[config.mk]
export PLATFORM = sky130hd
export DESIGN_NAME = bfna_scan
export DESIGN_NICKNAME = d
export VERILOG_FILES = /design/src/design/bfna_pkg.sv /design/src/design/bfna_scan.sv
export SDC_FILE = /design/constraint.sdc
export NUM_CORES = 1
export LEC_CHECK = 0
export ABC_AREA = 0
export BUFFER_PORTS_ARGS = -buffer_cell sky130_fd_sc_hd__buf_2
export CORE_AREA = 2 2 165 167
export DETAILED_ROUTE_END_ITERATION = 6
export DIE_AREA = 0 0 167 169
export PLACE_DENSITY_LB_ADDON = 0.2
export REMOVE_ABC_BUFFERS = 1
export SYNTH_ARGS = -nofsm -noshare
export SYNTH_HDL_FRONTEND = slang
export SYNTH_SLANG_ARGS = --single-unit
[constraint.sdc]
create_clock -name clk -period 7.3 [get_ports clk]
set_input_delay 0.73 -clock clk [delete_from_list [all_inputs] [get_ports clk]]
set_output_delay 0.73 -clock clk [all_outputs]
set_load 0.01 [all_outputs]
[src/design/bfna_pkg.sv]
// shared types and constants of the best-fit node allocator
package bfna_pkg;

  localparam int NODE_COUNT  = 16;
  localparam int BLOCK_COUNT = 256;
  localparam int UNDO_DEPTH  = 16;
  localparam int NODE_W      = $clog2(NODE_COUNT);
  localparam int BLOCK_W     = $clog2(BLOCK_COUNT);
  localparam int UNDO_W      = $clog2(UNDO_DEPTH);
  localparam int FILL_W      = $clog2(UNDO_DEPTH + 1);
  localparam int CAP_W       = 24;

  typedef enum logic [2:0] {
    OP_ADD_NODE = 3'd0, OP_ALLOC = 3'd1, OP_MOVE = 3'd2, OP_UNDO = 3'd3,
    OP_ACCESS = 3'd4, OP_QUERY_NODE = 3'd5, OP_QUERY_BLOCK = 3'd6, OP_NONE = 3'd7
  } op_t;

  typedef enum logic [2:0] {
    ST_OK = 3'd0, ST_NODE_EXISTS = 3'd1, ST_NODE_MISSING = 3'd2,
    ST_BLOCK_EXISTS = 3'd3, ST_BLOCK_MISSING = 3'd4, ST_NO_ROOM = 3'd5,
    ST_DEST_SHORT = 3'd6, ST_NO_UNDO = 3'd7
  } status_t;

  typedef enum logic [2:0] {
    S_IDLE, S_READ, S_SCAN, S_EXEC, S_UNDO_RD, S_UNDO_EX, S_DONE
  } state_t;

  typedef struct packed {
    logic [2:0]  op;
    logic [3:0]  node_index;
    logic [7:0]  block_index;
    logic [15:0] amount;
  } in_item_t;

  typedef struct packed {
    logic [2:0]         status;
    logic [3:0]         placed_node;
    logic signed [23:0] capacity_value;
    logic [15:0]        access_count;
    logic [7:0]         undone_block;
  } out_item_t;

  // best-fit search handshake between sequencer and scan unit
  typedef struct packed {
    logic        go;
    logic [15:0] size;
  } scan_req_t;

  typedef struct packed {
    logic              done;
    logic              found;
    logic [NODE_W-1:0] best;
  } scan_rsp_t;

endpackage

[src/design/bfna_scan.sv]
// best-fit scan over the node table with one shared comparator
module bfna_scan (
  input  logic                                      clk,
  input  logic                                      rst,
  input  bfna_pkg::scan_req_t                       req,
  input  logic [bfna_pkg::NODE_COUNT-1:0]           present,
  input  logic [bfna_pkg::NODE_COUNT-1:0][23:0]     free,
  output bfna_pkg::scan_rsp_t                       rsp
);
  import bfna_pkg::*;

  logic                     running;
  logic [NODE_W:0]          idx;
  logic                     found;
  logic [NODE_W-1:0]        best;
  logic signed [CAP_W:0]    best_left;
  logic signed [CAP_W:0]    left;
  logic                     fits;
  logic [NODE_W-1:0]        pos;

  assign pos  = idx[NODE_W-1:0];
  assign left = {free[pos][CAP_W-1], free[pos]} - $signed({9'd0, req.size});
  assign fits = present[pos] && !left[CAP_W];

  always_ff @(posedge clk) begin
    if (rst) begin
      running <= 1'b0;
      rsp     <= '0;
    end else begin
      rsp.done <= 1'b0;
      if (req.go && !running) begin
        running <= 1'b1;
        idx     <= '0;
        found   <= 1'b0;
      end else if (running) begin
        if (fits && (!found || left < best_left)) begin
          found     <= 1'b1;
          best      <= pos;
          best_left <= left;
        end
        if (idx == (NODE_W+1)'(NODE_COUNT - 1)) begin
          running   <= 1'b0;
          rsp.done  <= 1'b1;
          rsp.found <= found || fits;
          rsp.best  <= (fits && (!found || left < best_left)) ? pos : best;
        end
        idx <= idx + 1'b1;
      end
    end
  end
endmodule

==> results.cfg, run 1 <==
[status]
status = completed

[global_routing]
grt_max_degree = 53
grtUsageTotal = 0.150
grt_pass1_wl_um = 33800
grt_pass1_vias = 6256
antenna_found_initial = 0
overflow = 0

[clock_network]
post_cts_buffers = 0
h-tree-depth = 2
cts.clk_slew.worst_paths_ns = 0.06
post_cts_resized = 0
cts_made_buffers = 5
cts_hold_buf = 0
cts_tree = done
cts_root_buf = clkbuf_16
clkSinkCount = 42
clock_path_buffers = 2
clock_latency_ns = 0.28

[synth]
syn_area_per_cell_um2 = 12.3
synthFlopType = edfxtp_1
ys_seq_elements = 42
synth-async-reset-ratio = 0
synth_edf_count = 35
netlist_area_um2 = 6000
yosysUniqueCellTypes = 50
ys_seq_area_frac = 0.199
syn_inst = 488
synth_warnings = 0

[sta]
tightest_slew_ns = 0.783
relSlewSlack = 0.478
rsz0062_at_grt = no
finalSetupTns_ns = 0
finalMaxSlewViolations = 0
min_period_over_period = 0.908
finalHoldViolCount = 0
fin_crit_ns = 6.63
whs_ns = 0.467
fmax_mhz = 151
setup_violations = 0
final.setup_skew_ns = 0.00543

[critical_path]
worstPathArrival_ns = 6.58
critPathCaptureType = register
cp_slowest_stage_delay_ns = 0.62
required_ns = 7.25
crit_chain = buf_12 > mux4_2 > mux4_2 > fa_1 > nand2_1 > a21oi_1 > o31a_1 > a31o_2 > o21ba_2 > o41ai_1 > o21ai_0 > ha_1 > nand4_1 > nor4_1 > nor3b_1 > a21oi_1 > mux2i_1 > and3_1 > buf_4
cp_slowest_cell = edfxtp_1
startpoint_type = register
cp_max_fo = 42
crit_type = reg -> reg

[placed_design]
gp_congestion = 0.791
io_buffers = 424
dp_hpwl_um = 19400

[power]
power_density_nw_per_um2 = 144
p_total_mw = 1.24
ir_drop_uv = 107
p_leak_nw = 3.99

[cells_and_area]
syn2layout_area_growth_pct = 44.5
final_layout_size_suffix_gt1_frac = 0.636
final_nets = 1360
final_util = 0.327
diodes = 0

[die]
rows = 60
die_x_um = 167
core_area_um2 = 26500
ios = 425
dieArea_um2 = 28200
die_height_um = 169
start_util = 0.226

[routing]
drc = 0
drt-initial-drc-count = 253
dr_wl_met3_um = 1070
finalWirelength_um = 22000
wl_met2_um = 11900
via_per_inst = 4.76
ant_nets = 0
vias = 5902
drt-pass1-iter-count = 4
drt-met1-wl_um = 8910
highest-signal-layer = met4
wl_per_cell_um = 17.7

[flow_run]
max-cap-violations = 0

[worst_hold_path]
hp-class = reg -> reg
## cells by family after synthesis
family,after synthesis,share of synthesized area
muxes,122,0.454
adders and majority gates,43,0.0909
and+or+nand+nor,94,0.0770
DFF,42,0.199
AOI/OAI and AO/OA,84,0.0945
xor gates and xnor gates,21,0.0307
buffers and inverters,82,0.0544
## worst max-delay path: cells and delay by family, from the launching register on
family / cells / cell delay [ns]
AOI/OAI and AO/OA: 7 / 1.70
muxes: 3 / 1.44
and+or+nand+nor: 5 / 1.08
adders and majority gates: 2 / 0.75
buffers and inverters: 2 / 0.66
DFF: 1 / 0.62
## state kept, by name, indices dropped and copies added (netlist names)
| signal | cells |
|---|---|
| best | 4 |
| best_left | 25 |
| found | 1 |
| idx | 5 |
| rsp | 6 |
| running | 1 |
## layer usage
layer  vias to the layer above  global-route usage
li1                       2804                   -
met1                      2889               0.193
met2                       195               0.279
met3                        14              0.0185
met4                         0              0.0176
met5                         -                   0
## cell usage in the layout (no fill, tap or decap), drive strengths merged, types with 5 or more instances in the layout
master / synthesis / final
buf: 18 / 434
mux4: 120 / 120
inv: 51 / 51
ha: 42 / 42
edfxtp: 35 / 35
nor2: 27 / 27
a21oi: 25 / 25
nand2: 24 / 24
o21ai: 24 / 24
xnor2: 11 / 11
xor2: 10 / 10
nand3: 9 / 9
a22oi: 8 / 8
dfxtp: 7 / 7
nor2b: 6 / 6
and2: 5 / 5
nand4: 5 / 5
a21o: 5 / 5
clkbuf: 13 / 5
## area by class of cell
| cell class | count | area, um2 |
|---|---|---|
| clock buffer | 5 | 125 |
| clock inverter | 3 | 16.3 |
| fill | 2763 | 17800 |
| inverter | 51 | 191 |
| multi-input combinational | 364 | 4480 |
| sequential | 42 | 1190 |
| tap | 341 | 427 |
| timing repair buffer | 434 | 2230 |
## report_power, final
part	switching, mW	total (mW)	internal, mW
combinational	0.347	0.726	0.379
clock	0.0932	0.218	0.125
sequential	0.00894	0.300	0.291
total	0.449	1.24	0.795
## cells in the mapped netlist, types with 6 or more instances
library cell  count  area share
a21oi_1          25       0.021
a22oi_1           8       0.010
buf_1             8      0.0050
buf_2             9      0.0075
clkbuf_1         13      0.0081
dfxtp_1           7       0.023
edfxtp_1         35        0.18
ha_1             42       0.088
inv_1            51       0.032
mux4_2          120        0.45
nand2_1          24       0.015
nand3_1           9      0.0075
nor2_1           27       0.017
nor2b_1           6      0.0063
o21ai_0          19       0.016
xnor2_1          11       0.016
xor2_1           10       0.015
## per-stage QoR
step	setup slack, ns	std cells	instance area [um2]
finish	0.674	1240	8670
global route	0.0630	1240	8670
CTS	0.645	1240	8670
detailed placement	0.674	1232	8530
global placement	0.846	1232	8530
floorplan	-2.37	457	5860
## worst paths after layout
check | startpoint | slack (ns) | end | cells past startpoint
worst max-delay path | idx[0]$_SDFFCE_PP0P_ | 0.67 | best_left[2]$_DFFE_PP_ | 19
worst min-delay path | rsp[4]$_SDFFE_PP0P_ | 0.47 | rsp[4]$_SDFFE_PP0P_ | 2
worst max register to register | idx[0]$_SDFFCE_PP0P_ | 0.67 | best_left[2]$_DFFE_PP_ | 19
worst min register to register | rsp[4]$_SDFFE_PP0P_ | 0.47 | rsp[4]$_SDFFE_PP0P_ | 2
No activity file was read; power rests on OpenSTA's default activity.
==> run 2: changes to the inputs <==
==> constraint.sdc (replaced) <==
create_clock -name clk -period 7.3 [get_ports clk]
set_input_delay 0.365 -clock clk [delete_from_list [all_inputs] [get_ports clk]]
set_output_delay 0.365 -clock clk [all_outputs]
set_load 0.01 [all_outputs]
==> run 2 against run 1 <==
Compared with the run above:
- largest cell class unchanged
- fmax rose by 2.3%
- critical endpoint unchanged
- routed wire length fell by 0.20%
- register-to-register slack improved by 0.15 ns
- critical path type unchanged
- sequential cell count did not move
- hold slack got worse by 0.066 ns
==> results.cfg, run 2 (synthesis results as in run 1) <==
[power]
p_seq_frac = 0.236
sw_frac_of_total = 0.349
p_int_uw = 826
p_switching_uw = 443
p_leak_nw = 3.99
ir_drop_uv = 88.2
power_density_nw_per_um2 = 146
p_total_mw = 1.27
power_frac_comb = 0.568
p_clk_frac = 0.196

[sta]
finalMaxSlewViolations = 0
final.setup_skew_ns = 0.00760
relSlewSlack = 0.490
tightest_slew_ns = 0.765
finalSetupTns_ns = 0
min_period_over_period = 0.887
setup_violations = 0
rsz0062_at_grt = no
fmax_mhz = 154
fin_ws_ns = 0.824
whs_ns = 0.400
fin_crit_ns = 6.48
finalHoldViolCount = 0

[critical_path]
cp_max_fo = 44
cp_slowest_cell = edfxtp_1
critPathCaptureType = register
cp_slowest_stage_delay_ns = 0.61
required_ns = 7.25
worstPathArrival_ns = 6.43
crit_type = reg -> reg
startpoint_type = register
crit_chain = buf_12 > mux4_2 > mux4_2 > fa_1 > nand2_1 > a21oi_1 > o31a_1 > a31o_2 > o21ba_2 > o41ai_1 > o21ai_0 > ha_1 > nand4_1 > nor4_1 > a221oi_1 > o21ai_0 > a21oi_1 > mux2i_1 > and3_1 > buf_4

[status]
status = completed

[global_routing]
grt_pass1_vias = 6243
grt_pass1_wl_um = 33400
grt_max_degree = 57
grtUsageTotal = 0.149
antenna_found_initial = 1
overflow = 0

[die]
ios = 425
dieArea_um2 = 28200
die_height_um = 169
die_x_um = 167
start_util = 0.226
rows = 60
core_area_um2 = 26500

[placed_design]
io_buffers = 424
dpl_cell_area_um2 = 8500
gp_congestion = 0.779
dp_hpwl_um = 19400
pre_cts_ws_ns = 0.745

[clock_network]
cts_hold_buf = 0
post_cts_buffers = 0
cts_root_buf = clkbuf_16
cts_tree = done
clock_path_buffers = 2
post_cts_resized = 0
cts.clk_slew.worst_paths_ns = 0.06
h-tree-depth = 2
cts_made_buffers = 5
clkSinkCount = 42
clock_latency_ns = 0.28

[cells_and_area]
largest-register = best_left
syn2layout_area_growth_pct = 44.4
n_fill_cell = 2740
final_cell_area_um2 = 8670
largest_reg_flops = 25
final_nets = 1358
final_layout_size_suffix_gt1_frac = 0.635
top_regs = best_left (25), rsp (6), idx (5)
final_common_cell = buf_2
most-common-layout-cells = buf_2, mux4_2, inv_1
diodes = 0

[routing]
drc = 0
wl_per_cell_um = 17.7
via_per_inst = 4.71
drt-initial-drc-count = 252
vias = 5828
ant_nets = 0
finalWirelength_um = 22000
drt-pass1-iter-count = 4

[worst_hold_path]
hp-class = in -> reg

[flow_run]
max-cap-violations = 0
==> run 2: changes by cell type in the layout (fill, tap and decap cells not counted) <==
| cell | previous run | this run |
|---|---|---|
| clkinvlp_4 | 1 | 0 |
| buf_12 | 3 | 2 |
| clkinv_2 | 1 | 0 |
| clkbuf_1 | 0 | 1 |
| clkbuf_16 | 5 | 6 |
| buf_4 | 7 | 6 |
| clkinv_1 | 1 | 0 |
| clkbuf_8 | 0 | 1 |
==> run 2: final timing paths <==
kind	startpoint	endpoint	slack [ns]	cells past startpoint
worst min register to register	rsp[4]$_SDFFE_PP0P_	rsp[4]$_SDFFE_PP0P_	0.47	2
worst min-delay path	rst	rsp[0]$_SDFFE_PP0P_	0.40	2
worst max register to register	idx[0]$_SDFFCE_PP0P_	best_left[2]$_DFFE_PP_	0.82	20
worst max-delay path	idx[0]$_SDFFCE_PP0P_	best_left[2]$_DFFE_PP_	0.82	20
==> run 2: worst max-delay path, delay by kind of cell, from the launching register on <==
kind	cells	cell delay (ns)
buf+inv	2	0.68
flops	1	0.61
simple gates	4	0.51
mux	3	1.46
compound gates	9	2.13
fa+ha+maj	2	0.73
==> run 2: area by class of cell <==
type                            instances  area (um2)  area share
Timing Repair Buffer                  432        2210       0.255
Clock buffer                            8         168      0.0193
Tap cell                              341         427      0.0492
Inverter                               51         191      0.0221
Sequential cell                        42        1190       0.137
Multi-Input combinational cell        364        4480       0.517
==> run 2: power groups by stage <==
stage	clock, mW	sequential (mW)	combinational [mW]
after floorplan	0	0.333	0.474
after global placement	0	0.304	0.729
after detailed placement	0	0.304	0.733
after CTS	0.257	0.299	0.736
after global routing	0.268	0.300	0.814
final	0.249	0.299	0.720
==> run 2: per-stage QoR <==
step                       util  std cells
after floorplan               -        457
after global placement    0.321       1230
after detailed placement  0.321       1230
after CTS                 0.327       1238
after global routing      0.327       1238
final                     0.327       1238
==> run 2: routing by layer <==
layer  track usage  share of wire  vias to the layer above
met1         0.188           0.41                     2831
met4        0.0131         0.0045                        2
met3        0.0208          0.046                       11
met5             0        0.00059                        -
met2         0.280           0.54                      180
li1              -              -                     2804
